`src/hw/rtl/tpc_pkg.sv`:
```
package tpc_pkg;

  localparam int MAX_CHANNELS = 32;
  localparam int MAX_ROWS     = 256;
  localparam int CH_W         = (MAX_CHANNELS > 1) ? $clog2(MAX_CHANNELS) : 1;
  localparam int ROW_W        = (MAX_ROWS > 1) ? $clog2(MAX_ROWS) : 1;
  localparam int FIELD_COUNT  = 5;

  // field slots, lowest byte of a cell first
  localparam int F_NOTE  = 0;
  localparam int F_INSTR = 1;
  localparam int F_VOL   = 2;
  localparam int F_CMD   = 3;
  localparam int F_PARAM = 4;

  localparam logic [2:0] OP_ADVANCE_ROWS  = 3'd7;
  localparam int         ROWS_PER_ADVANCE = 32;
  localparam logic [7:0] VOLUME_BASE      = 8'h10;
  localparam logic [7:0] ADV_FULL_BYTE    = 8'hFF;

  // configuration register indexes
  localparam logic [2:0] CFG_NUM_ROWS       = 3'd0;
  localparam logic [2:0] CFG_NUM_CHANNELS   = 3'd1;
  localparam logic [2:0] CFG_EMPTY_CODE     = 3'd2;
  localparam logic [2:0] CFG_NOTE_OFF_CODE  = 3'd3;
  localparam logic [2:0] CFG_OP_CHAN_ADV    = 3'd4;
  localparam logic [2:0] CFG_OP_USE_CACHES  = 3'd5;
  localparam logic [2:0] CFG_OP_READ_FIELDS = 3'd6;
  localparam logic [2:0] CFG_OP_END_PATTERN = 3'd7;

  localparam logic [8:0] NUM_ROWS_RST       = 9'd64;
  localparam logic [5:0] NUM_CHANNELS_RST   = 6'd8;
  localparam logic [7:0] EMPTY_CODE_RST     = 8'd255;
  localparam logic [7:0] NOTE_OFF_CODE_RST  = 8'd97;
  localparam logic [2:0] OP_CHAN_ADV_RST    = 3'd0;
  localparam logic [2:0] OP_USE_CACHES_RST  = 3'd1;
  localparam logic [2:0] OP_READ_FIELDS_RST = 3'd2;
  localparam logic [2:0] OP_END_PATTERN_RST = 3'd3;

  typedef logic [FIELD_COUNT-1:0][7:0] tpc_fields_t;
  typedef logic [FIELD_COUNT-1:0]      tpc_mask_t;

  typedef struct packed {
    logic            rd_en;
    logic            wr_en;
    logic            clear;
    logic [CH_W-1:0] addr;
    tpc_fields_t     wr_data;
  } tpc_cache_req_t;

endpackage

```
`src/hw/rtl/tpc_field_cache.sv`:
```
module tpc_field_cache (
  input  logic                   clk,
  input  logic                   rst_n,
  input  tpc_pkg::tpc_cache_req_t req,
  input  logic [7:0]             empty_code,
  output tpc_pkg::tpc_fields_t   rd_data
);

  tpc_pkg::tpc_fields_t            mem [tpc_pkg::MAX_CHANNELS];
  tpc_pkg::tpc_fields_t            mem_q;
  logic [tpc_pkg::MAX_CHANNELS-1:0] valid_r;
  logic                            vld_q;
  logic [7:0]                      clr_code_r;

  always_ff @(posedge clk) begin
    if (req.wr_en) begin
      mem[req.addr] <= req.wr_data;
    end
    if (req.rd_en) begin
      mem_q <= mem[req.addr];
      vld_q <= valid_r[req.addr];
    end
  end

  // valid bits stand in for a clearing pass; a stale entry reads as the code of the last clear, with a zero parameter
  always_ff @(posedge clk) begin
    if (!rst_n) begin
      valid_r    <= '0;
      clr_code_r <= tpc_pkg::EMPTY_CODE_RST;
    end else if (req.clear) begin
      valid_r    <= '0;
      clr_code_r <= empty_code;
    end else if (req.wr_en) begin
      valid_r[req.addr] <= 1'b1;
    end
  end

  always_comb begin
    rd_data = mem_q;
    if (!vld_q) begin
      for (int i = 0; i < tpc_pkg::FIELD_COUNT; i++) begin
        rd_data[i] = (i == tpc_pkg::F_PARAM) ? 8'd0 : clr_code_r;
      end
    end
  end

endmodule

```
`src/hw/rtl/tracker_pattern_compressor.sv`:
```
// Tracker pattern compressor.
//
// Cells enter on the in_ stream in row-major order, one transfer per cell;
// in_tdata packs note, instrument, volume, command and parameter_req.
// Compressed bytes leave on the out_ stream, one byte per transfer, with
// out_tlast marking the final byte that a cell causes. A cell that is empty
// and does not close the pattern causes no transfer at all.
// The cfg_ port writes the eight registers; write it only while idle.
//
// Flow: the input transfer reads the cell's channel entry from the cache
// RAM; the compare state checks the cell against it and writes it back;
// after that the byte sequencer loads one byte per cycle into the output
// register while the receiver is not stalling. in_tready is high only
// while no cell is in work, so one cell at a time is handled. A stalled
// receiver freezes the sequencer; the held byte stays in place.
//
// Reset: registers take their default values, the position counters clear
// and every cache entry reads as empty at once (valid bits, no sweep).
module tracker_pattern_compressor (
  input  logic        clk,
  input  logic        rst_n,
  // input cells
  input  logic        in_tvalid,
  output logic        in_tready,
  input  logic [39:0] in_tdata,   // note, instrument, volume, command, parameter_req
  // compressed bytes
  output logic        out_tvalid,
  input  logic        out_tready,
  output logic [7:0]  out_tdata,  // out_byte
  output logic        out_tlast,  // is_last
  // configuration writes
  input  logic        cfg_valid,
  output logic        cfg_ready,
  input  logic [2:0]  cfg_addr,
  input  logic [8:0]  cfg_data
);

  localparam int CH_W  = tpc_pkg::CH_W;
  localparam int ROW_W = tpc_pkg::ROW_W;

  typedef enum logic [3:0] {
    S_IDLE, S_CMP, S_ADV, S_CHAN, S_USE, S_RDF, S_VAL, S_END
  } state_t;

  // pick the first pending byte kind after the current one
  function automatic state_t pick_next(input logic chan, input logic use_c,
                                       input logic rd, input logic ende);
    state_t s;
    if (chan)       s = S_CHAN;
    else if (use_c) s = S_USE;
    else if (rd)    s = S_RDF;
    else if (ende)  s = S_END;
    else            s = S_IDLE;
    return s;
  endfunction

  // configuration registers
  logic [8:0] num_rows_r;
  logic [5:0] num_chans_r;
  logic [7:0] empty_code_r;
  logic [7:0] note_off_r;
  logic [2:0] op_chan_adv_r;
  logic [2:0] op_use_r;
  logic [2:0] op_rd_r;
  logic [2:0] op_end_r;

  // position state
  logic [ROW_W-1:0] row_r;
  logic [CH_W-1:0]  ch_r;
  logic [ROW_W-1:0] last_row_r;
  logic             lc0_r;       // last channel is zero (else "none")

  // per-cell work registers
  state_t               state_r, state_nxt;
  tpc_pkg::tpc_fields_t fields_r;
  tpc_pkg::tpc_mask_t   use_mask_r, rem_r;
  logic [ROW_W-1:0]     cell_row_r, adv_row_r;
  logic                 need_chan_r, need_use_r, need_rd_r, need_end_r;
  logic [7:0]           chan_byte_r, rd_byte_r;

  logic       out_valid_r, out_last_r;
  logic [7:0] out_byte_r;

  tpc_pkg::tpc_cache_req_t cache_req;
  tpc_pkg::tpc_fields_t    cache_q, clean, in_f, merged;
  tpc_pkg::tpc_mask_t      hit_c, new_c, rem_nxt;

  logic             in_fire, out_free, emit_go;
  logic [7:0]       emit_byte;
  logic [8:0]       rows_eff;
  logic [5:0]       chans_eff;
  logic             any_c, arb_c, adv_go_c, need_chan_c, wrap_c, need_end_c;
  logic [ROW_W-1:0] adv_diff, adv_nxt;
  logic [2:0]       val_idx;

  assign in_tready  = (state_r == S_IDLE);
  assign in_fire    = in_tvalid && in_tready;
  assign cfg_ready  = 1'b1;
  assign out_tvalid = out_valid_r;
  assign out_tdata  = out_byte_r;
  assign out_tlast  = out_last_r;
  assign out_free   = !out_valid_r || out_tready;

  // out-of-range counts saturate
  always_comb begin
    if (num_rows_r == 9'd0)                       rows_eff = 9'd1;
    else if (num_rows_r > 9'(tpc_pkg::MAX_ROWS))  rows_eff = 9'(tpc_pkg::MAX_ROWS);
    else                                          rows_eff = num_rows_r;
    if (num_chans_r == 6'd0)                          chans_eff = 6'd1;
    else if (num_chans_r > 6'(tpc_pkg::MAX_CHANNELS)) chans_eff = 6'(tpc_pkg::MAX_CHANNELS);
    else                                              chans_eff = num_chans_r;
  end

  // clean the raw cell as it arrives
  always_comb begin
    in_f = tpc_pkg::tpc_fields_t'(in_tdata);
    clean = in_f;
    if (in_f[tpc_pkg::F_NOTE] > note_off_r) clean[tpc_pkg::F_NOTE] = empty_code_r;
    clean[tpc_pkg::F_INSTR] = (in_f[tpc_pkg::F_INSTR] == 8'd0) ? empty_code_r
                              : in_f[tpc_pkg::F_INSTR] - 8'd1;
    clean[tpc_pkg::F_VOL] = (in_f[tpc_pkg::F_VOL] < tpc_pkg::VOLUME_BASE) ? empty_code_r
                            : in_f[tpc_pkg::F_VOL] - tpc_pkg::VOLUME_BASE;
    if (in_f[tpc_pkg::F_CMD] == 8'd0 && in_f[tpc_pkg::F_PARAM] == 8'd0) begin
      clean[tpc_pkg::F_CMD] = empty_code_r;
    end
  end

  // compare against the cache entry and decide the byte plan
  always_comb begin
    for (int i = 0; i < tpc_pkg::FIELD_COUNT; i++) begin
      logic present;
      present = (i == tpc_pkg::F_PARAM) ? (fields_r[i] != 8'd0)
                                        : (fields_r[i] != empty_code_r);
      hit_c[i]  = present && (fields_r[i] == cache_q[i]);
      new_c[i]  = present && (fields_r[i] != cache_q[i]);
      merged[i] = new_c[i] ? fields_r[i] : cache_q[i];
    end
    any_c    = (hit_c != '0) || (new_c != '0);
    arb_c    = (row_r != '0) && (last_row_r == row_r - 1'b1) && !(lc0_r && ch_r == '0);
    adv_go_c = any_c && !arb_c && (last_row_r < row_r);
    if (arb_c)         need_chan_c = any_c;
    else if (adv_go_c) need_chan_c = (ch_r != '0);
    else               need_chan_c = any_c && !(lc0_r && ch_r == '0);
    wrap_c     = (6'(ch_r) + 6'd1) >= chans_eff;
    need_end_c = wrap_c && ((9'(row_r) + 9'd1) >= rows_eff);
  end

  // row advance step and value pick
  always_comb begin
    adv_diff = cell_row_r - adv_row_r;
    if (9'(adv_diff) > 9'(tpc_pkg::ROWS_PER_ADVANCE)) begin
      adv_nxt = ROW_W'(9'(adv_row_r) + 9'(tpc_pkg::ROWS_PER_ADVANCE));
    end else begin
      adv_nxt = cell_row_r;
    end
    val_idx = 3'd0;
    for (int i = tpc_pkg::FIELD_COUNT - 1; i >= 0; i--) begin
      if (rem_r[i]) val_idx = 3'(i);
    end
    rem_nxt = rem_r & (rem_r - 1'b1);
  end

  always_comb begin
    state_nxt = state_r;
    emit_byte = 8'd0;
    emit_go   = 1'b0;
    case (state_r)
      S_IDLE: begin
        if (in_fire) state_nxt = S_CMP;
      end
      S_CMP: begin
        if (any_c) begin
          state_nxt = adv_go_c ? S_ADV
                    : pick_next(need_chan_c, hit_c != '0, new_c != '0, need_end_c);
        end else begin
          state_nxt = pick_next(1'b0, 1'b0, 1'b0, need_end_c);
        end
      end
      S_ADV: begin
        if (9'(adv_diff) > 9'(tpc_pkg::ROWS_PER_ADVANCE)) begin
          emit_byte = tpc_pkg::ADV_FULL_BYTE;
        end else begin
          emit_byte = {tpc_pkg::OP_ADVANCE_ROWS, 5'(9'(adv_diff) - 9'd1)};
        end
        emit_go = out_free;
        if (out_free) begin
          state_nxt = (adv_nxt < cell_row_r) ? S_ADV
                    : pick_next(need_chan_r, need_use_r, need_rd_r, need_end_r);
        end
      end
      S_CHAN: begin
        emit_byte = chan_byte_r;
        emit_go   = out_free;
        if (out_free) state_nxt = pick_next(1'b0, need_use_r, need_rd_r, need_end_r);
      end
      S_USE: begin
        emit_byte = {op_use_r, use_mask_r};
        emit_go   = out_free;
        if (out_free) state_nxt = pick_next(1'b0, 1'b0, need_rd_r, need_end_r);
      end
      S_RDF: begin
        emit_byte = rd_byte_r;
        emit_go   = out_free;
        if (out_free) state_nxt = S_VAL;
      end
      S_VAL: begin
        emit_byte = fields_r[val_idx];
        emit_go   = out_free;
        if (out_free) begin
          state_nxt = (rem_nxt != '0) ? S_VAL : pick_next(1'b0, 1'b0, 1'b0, need_end_r);
        end
      end
      S_END: begin
        emit_byte = {op_end_r, 5'd0};
        emit_go   = out_free;
        if (out_free) state_nxt = S_IDLE;
      end
      default: state_nxt = S_IDLE;
    endcase
  end

  always_comb begin
    cache_req.rd_en   = in_fire;
    cache_req.wr_en   = (state_r == S_CMP) && any_c;
    cache_req.clear   = (state_r == S_CMP) && need_end_c;
    cache_req.addr    = ch_r;
    cache_req.wr_data = merged;
  end

  tpc_field_cache u_cache (
    .clk        (clk),
    .rst_n      (rst_n),
    .req        (cache_req),
    .empty_code (empty_code_r),
    .rd_data    (cache_q)
  );

  always_ff @(posedge clk) begin
    if (!rst_n) begin
      num_rows_r    <= tpc_pkg::NUM_ROWS_RST;
      num_chans_r   <= tpc_pkg::NUM_CHANNELS_RST;
      empty_code_r  <= tpc_pkg::EMPTY_CODE_RST;
      note_off_r    <= tpc_pkg::NOTE_OFF_CODE_RST;
      op_chan_adv_r <= tpc_pkg::OP_CHAN_ADV_RST;
      op_use_r      <= tpc_pkg::OP_USE_CACHES_RST;
      op_rd_r       <= tpc_pkg::OP_READ_FIELDS_RST;
      op_end_r      <= tpc_pkg::OP_END_PATTERN_RST;
      state_r       <= S_IDLE;
      out_valid_r   <= 1'b0;
      row_r         <= '0;
      ch_r          <= '0;
      last_row_r    <= '0;
      lc0_r         <= 1'b0;
    end else begin
      if (cfg_valid && cfg_ready) begin
        case (cfg_addr)
          tpc_pkg::CFG_NUM_ROWS:       num_rows_r    <= cfg_data;
          tpc_pkg::CFG_NUM_CHANNELS:   num_chans_r   <= cfg_data[5:0];
          tpc_pkg::CFG_EMPTY_CODE:     empty_code_r  <= cfg_data[7:0];
          tpc_pkg::CFG_NOTE_OFF_CODE:  note_off_r    <= cfg_data[7:0];
          tpc_pkg::CFG_OP_CHAN_ADV:    op_chan_adv_r <= cfg_data[2:0];
          tpc_pkg::CFG_OP_USE_CACHES:  op_use_r      <= cfg_data[2:0];
          tpc_pkg::CFG_OP_READ_FIELDS: op_rd_r       <= cfg_data[2:0];
          tpc_pkg::CFG_OP_END_PATTERN: op_end_r      <= cfg_data[2:0];
          default: ;
        endcase
      end

      state_r <= state_nxt;

      // output register: load a byte, or drop the held one once taken
      if (emit_go) begin
        out_valid_r <= 1'b1;
        out_byte_r  <= emit_byte;
        out_last_r  <= (state_nxt == S_IDLE);
      end else if (out_tready) begin
        out_valid_r <= 1'b0;
      end

      if (in_fire) begin
        fields_r <= clean;
      end

      if (state_r == S_CMP) begin
        use_mask_r  <= hit_c;
        rem_r       <= new_c;
        need_chan_r <= need_chan_c;
        need_use_r  <= hit_c != '0;
        need_rd_r   <= new_c != '0;
        need_end_r  <= need_end_c;
        cell_row_r  <= row_r;
        adv_row_r   <= last_row_r;
        chan_byte_r <= {arb_c ? op_chan_adv_r : 3'd0, 5'(ch_r)};
        rd_byte_r   <= {op_rd_r, new_c};
        // position bookkeeping happens here; the sequencer works from copies
        if (need_end_c) begin
          row_r      <= '0;
          ch_r       <= '0;
          last_row_r <= '0;
          lc0_r      <= 1'b0;
        end else begin
          if (any_c && (arb_c || adv_go_c)) last_row_r <= row_r;
          if (adv_go_c) lc0_r <= 1'b1;
          if (wrap_c) begin
            ch_r  <= '0;
            row_r <= row_r + 1'b1;
          end else begin
            ch_r <= ch_r + 1'b1;
          end
        end
      end

      if (state_r == S_ADV && emit_go) adv_row_r <= adv_nxt;
      if (state_r == S_VAL && emit_go) rem_r <= rem_nxt;
    end
  end

endmodule

```
`config.mk`:
```
export PLATFORM = sky130hd
export DESIGN_NAME = tracker_pattern_compressor
export DESIGN_NICKNAME = d
export VERILOG_FILES = /design/src/hw/rtl/tpc_pkg.sv /design/src/hw/rtl/tpc_field_cache.sv /design/src/hw/rtl/tracker_pattern_compressor.sv
export SDC_FILE = /design/constraint.sdc
export NUM_CORES = 2
export LEC_CHECK = 0
export ABC_AREA = 1
export BUFFER_PORTS_ARGS = -buffer_cell sky130_fd_sc_hd__buf_4
export CAP_MARGIN = 20
export CORE_MARGIN = 3
export CORE_UTILIZATION = 25
export CTS_CLUSTER_DIAMETER = 40
export CTS_CLUSTER_SIZE = 28
export DETAILED_ROUTE_END_ITERATION = 16
export PLACE_DENSITY = 0.49
export SYNTH_ARGS = -nofsm -noshare
export SYNTH_HDL_FRONTEND = slang
export SYNTH_HIERARCHICAL = 1
export SYNTH_SLANG_ARGS = --single-unit
```
`constraint.sdc`:
```
create_clock -name clk -period 12.65 [get_ports clk]
set_clock_uncertainty 0.1 [all_clocks]
set_input_delay 1.265 -clock clk [delete_from_list [all_inputs] [get_ports clk]]
set_output_delay 1.265 -clock clk [all_outputs]
set_load 0.005 [all_outputs]
```
==> Word-level counts from Yosys, hierarchy flattened <==
Memory sizes are Yosys's and may differ from the RTL's. A register that Yosys moved wholly into a read port is not among the register bits.
Index checks and enable logic that the tools add are counted.
W data, S select, Z words.
{ "classes": {"addsub": 11, "mul": 0, "div_mod_pow": 0, "n_lt_le_gt_ge": 12, "n_eq_ne": 29, "shift": 0, "n_mux": 67, "bitwise": 3, "reduce_logical": 70} }
{ "ops": {"columns": ["op", "count"], "rows": [
  ["$mux W8", 17],
  ["$ne A8 B8 Y1", 9],
  ["$mux W4", 14],
  ["$eq A8 B8 Y1", 6],
  ["$pmux W8 S6", 1],
  ["$mux W40", 1],
  ["$or A32 B32 Y32", 1],
  ["$pmux W4 S8", 1],
  ["$reduce_and A2 Y1", 16],
  ["$mux W3", 10],
  ["$logic_and A1 B1 Y1", 25],
  ["$mux W5", 5],
  ["$bmux W8 S3", 1],
  ["$logic_not A8 Y1", 3],
  ["$reduce_bool A5 Y1", 4],
  ["$mux W9", 2],
  ["$eq A4 B3 Y1 const B", 4],
  ["$lt A8 B8 Y1", 2],
  ["$reduce_bool A8 Y1", 2],
  ["$sub A8 B1 Y8 const B", 2],
  ["$eq A3 B3 Y1 const B", 4],
  ["$mux W6", 2],
  ["$reduce_bool A2 Y1", 6],
  ["$mux W1", 11],
  ["other kinds (35)", 43]
]} }
{ "word_totals": {"ff_bits": 206, "latch_bits": 0, "ramBits": 1280, "mem_bits_ro": 0, "out_inout_bits": 12, "elab_cells": 228, "memories": 1} }
{ "memory_table": {"columns": ["name", "words", "word_bits", "rd", "rd_ports_with_merged_regs", "write_ports", "line", "source"], "rows": [
  ["u_cache.mem", 32, 40, 1, 1, 1, "tpc_field_cache.sv:9", "tpc_pkg::tpc_fields_t mem [tpc_pkg::MAX_CHANNELS];"]
]} }

==> Depth between registers and ports, before layout <==
{ "depth": {"word_depth": 14, "mapped_depth": 25} }

==> Cells and area by module <==
The synthesis kept the hierarchy.
{ "by_module_without_submodules": {"columns": ["mod", "n_inst", "cells_per_inst", "area_per_inst_um2", "seq_area_each_um2"], "rows": [
  ["tpc_field_cache", 1, 5438, 56093.8, 40468.8],
  ["tracker_pattern_compressor", 1, 1399, 10660.2, 4254.1]
]} }

==> Least setup slack after synthesis <==
Ideal clock, no wire load.
{ "synth_timing": {"kind": "flip-flop to flip-flop", "from": "register u_cache.vld_q", "to": "memory u_cache/mem[15][0] (netlist bit) (enable)", "setup_ps": 439, "arrival_time_ps": 3985, "t_required_ps": 12111, "setup_slack_ps": 8126, "stages_incl_launch_ff": 23, "path_buffers": 2, "period_less_slack_ps": 4524, "path_cell_list": "edfxtp_1 -> clkbuf_1 -> clkbuf_1 -> nand2_1 -> nand2_1 -> inv_1 -> nand2_1 -> nand2_1 -> nor2_1 -> inv_1 -> nor2_2 -> inv_1 -> nor2_1 -> nand2_1 -> nand3_1 -> nor2_2 -> nand2_4 -> nand2_2 -> inv_2 -> inv_1 -> nor3_2 -> inv_2 -> nor2_1"} }
{ "synth_lines": {"columns": ["item", "line", "source"], "rows": [
  ["start: declaration", "tpc_field_cache.sv:12", "logic vld_q;"],
  ["start signal: assignment", "tpc_field_cache.sv:21", "vld_q <= valid_r[req.addr];"],
  ["end: declaration", "tpc_field_cache.sv:9", null]
]} }

==> results.md <==
- Gate Count Post-Synth: 6837
- Total GRT Usage: 15.28%
- GP Congestion: 0.8585
- Multi-input logic area: 0.02040 sq mm
- Number of H-tree levels: 4
- # port buffers: 67
- Row cnt: 189
- Setup Fix Bufs, Post-CTS: 0
- Clk_lat worst skew: 870 ps
- Sw Share: 23.34%
- Wire length on met2: 93580 um
- Hold Path Class: register to register
- Fin Setup TNS: 0 ps
- Vias per cell: 4.449
- Sink Count: 1526
- Post-synth EDFFs: 1416
- DIE WIDTH: 522.7 um
- Vias after detailed routing: 47540
- Vias in the first global route: 45660
- Post-CTS sizing: 0
- Pwr per Cell Area: 157.9 mW/mm^2
- Antenna Nets Post-Route: 0
- Status: complete, but fails checks
- Final setup viols: 0
- M1 WL: 100500 um
- Worst-Margin Slew: 1578 ps
- Violated checks: slew limit
- Leak: 32.09 nW
- Worst setup EP type: register
- Syn Area/Cell: 9.764 sq um
- CP max FO: 41
- Global-route wire length before repair: 312700 um
- Layout Nets: 7051
- Critical Path RT: 12830 ps
- Hold_ws: 338.4 ps
- Final Max Tran Viols: 68
- GRT overflow: 0
- CTS tree: done
- # fillers: 27460
- Detailed Place HPWL: 126900 um
- Hold Vio Cnt, Final: 0
- Max Cap Viol: 0
- Combinational Power Share: 3.8%
- Core area: 0.2653 sq mm
- Die height: 522.7 um
- Mapped cell area: 0.06675 sq mm
- Clock network fraction of design power: 52.3%
- Arr. time, crit path: 5620 ps
- Root Buffer: clkbuf_16
- Post-synthesis register bit count: 1526
- Register area: 0.04473 sq mm
- Non-Filler Instances: 10690
- # hold bufs at CTS: 0
- Worst vdd ir: 129.4 uV
- Slew HR: -5.214%
- Full die area: 0.2733 sq mm
- Initial antenna violation count: 8
- Tcrit/Tclk final: 42.99%
- Fmax achieved: 183.9 MHz
- CP Class: register to register
- TritonCTS Buffers: 233
- RSZ-0062 raised after global routing: no
- DRC viols: 0
- Switch Pwr: 2.944 mW
- Most common cell after layout, fill and taps aside: nand2_1
- Sequential share of power: 43.9%
- Final WL: 213600 um
- Largest net degree at the start of global routing: 174
- Most frequent cells in the layout: 3909 x nand2_1, 1416 x edfxtp_1, 273 x nor2_1
- P_int: 9.668 mW
- CP startpoint kind: register
- CTS clk-pin slew, worst paths: 60 ps
- CTS Buffer Depth: 3
- Drt wl/cell: 19.98 um
- Placed insts: 10230
- Drt pass-1 iters: 5
- Yosys warns: 6
- Sequential-to-total area share from yosys stat: 67.00%
- Metal3 WL: 15390 um
- DRT iter0 DRCs: 4752
- Top Metal Used: met5
- Clock period minus worst slack: 5438 ps
- Yosys cell types: 61
- Syn_nets: 6950
- Layout cells sized above 1: 9.947%
- Async S/R FF share, synth: 0%
- Initial Utilization: 25.16%
- # IOs: 69
- Area Growth Syn to Fin: 19.68%
- Main synth FF type: edfxtp_1
metal layers:
layer  vias up  track usage [%]
met5         -                0
met4         2            3.582
met1     23140            22.25
li1      22530                -
met3       280            2.845
met2      1588            23.42
critical path, stage by stage, from the launching register on:
cell and delay (ps):
edfxtp_1 320, buf_4 370, inv_1 300, nand2_1 220, nand2_1 120, inv_1 70, nand2_1 50, a22oi_1 220
nand2_1 70, nor2_1 140, inv_1 60, nand2_1 570, nand3_4 130, nor2_4 160, nand2_4 100, nand2_2 90
inv_2 130, nand2_1 580, inv_1 150, nand2_1 150, clkinv_2 710
area by class of cell:
class,instances,area share (%)
Sequential cell,1526,55.99
Multi-Input combinational cell,4796,25.54
Inverter,214,1.034
Timing Repair Buffer,167,1.677
Antenna cell,6,0.01879
Clock inverter,195,2.739
Clock buffer,250,7.469
Tap cell,3533,5.533
logic make-up (layout without fill, tap and decap cells):
kind of cell               count (synthesis)  after routing  synth area share (%)
adders and majority gates                 56             56                 1.061
xor gates and xnor gates                  76             76                0.9971
AOI/OAI and AO/OA                        291            291                 2.435
DFF                                     1526           1526                 67.00
and+or+nand+nor                         4371           4371                 25.20
other                                      2              8               0.01125
buffers and inverters                    515            826                 3.303
power by group through the flow:
stage               combinational, mW  sequential [mW]  clock, mW
finish                          0.483             5.54       6.59
global placement                0.479             5.64          0
detailed placement              0.481             5.64          0
floorplan                       0.278             5.63          0
CTS                             0.484             5.54       6.71
global route                    0.535             5.54       6.93
sequential cells by signal, summed over array words and instances, names as in the netlist, 4 cells and up:
name	flops
adv_row_r	8
cell_row_r	8
ch_r	5
chan_byte_r	8
empty_code_r	8
fields_r	40
last_row_r	8
note_off_r	8
num_chans_r	6
num_rows_r	9
out_tdata	8
rd_byte_r	8
rem_r	5
row_r	8
state_r	4
u_cache/clr_code_r	8
u_cache/mem	1280
u_cache/mem_q	40
u_cache/valid_r	32
use_mask_r	5
through the flow:
stage | area, sq um | worst slack [ps] | utilization, % | power (mW)
2_1_floorplan | 66750 | 8126 | - | 5.911
3_3_place_gp | 71650 | 7244 | 27.01 | 6.121
3_5_place_dp | 71660 | 7234 | 27.01 | 6.122
4_1_cts | 79820 | 7189 | 30.08 | 12.74
5_1_grt | 79870 | 6879 | 30.10 | 13.01
6_report | 79890 | 7212 | 30.11 | 12.61
cells in the mapped netlist, drive strengths merged (2+ instances only):
library cell,instances,area [sq um]
nand2,3929,14780
edfxtp,1416,42520
nor2,310,1196
inv,209,784.5
buf,197,1011
o21ai,139,695.7
dfxtp,110,2202
clkbuf,104,390.4
a21oi,100,519.3
nand3,70,385.4
xor2,66,578.1
ha,55,688.2
nor3,24,188.9
o211ai,16,120.1
nand4,15,115.1
or2,11,68.82
xnor2,10,87.58
a32o,6,60.06
nor4,6,37.54
a31oi,5,31.28
clkinv,5,18.77
a211oi,3,22.52
nand3b,3,22.52
o311ai,3,26.28
a22oi,2,15.01
conb,2,7.510
o2111ai,2,17.52
o21a,2,15.01
o21bai,2,15.01
o22ai,2,12.51
o31ai,2,15.01
final timing paths:
check,start,to,slack [ps],cells past startpoint
setup / recovery,u_cache/vld_q$_DFFE_PP_,u_cache/mem[8][7]$_DFFE_PP_,7210,20
hold / removal,op_rd_r[1]$_SDFFE_PN1P_,rd_byte_r[6]$_DFFE_PP_,340,0
setup reg to reg,u_cache/vld_q$_DFFE_PP_,u_cache/mem[8][7]$_DFFE_PP_,7210,20
hold reg to reg,op_rd_r[1]$_SDFFE_PN1P_,rd_byte_r[6]$_DFFE_PP_,340,0
Power figures use the tool's default switching activity.
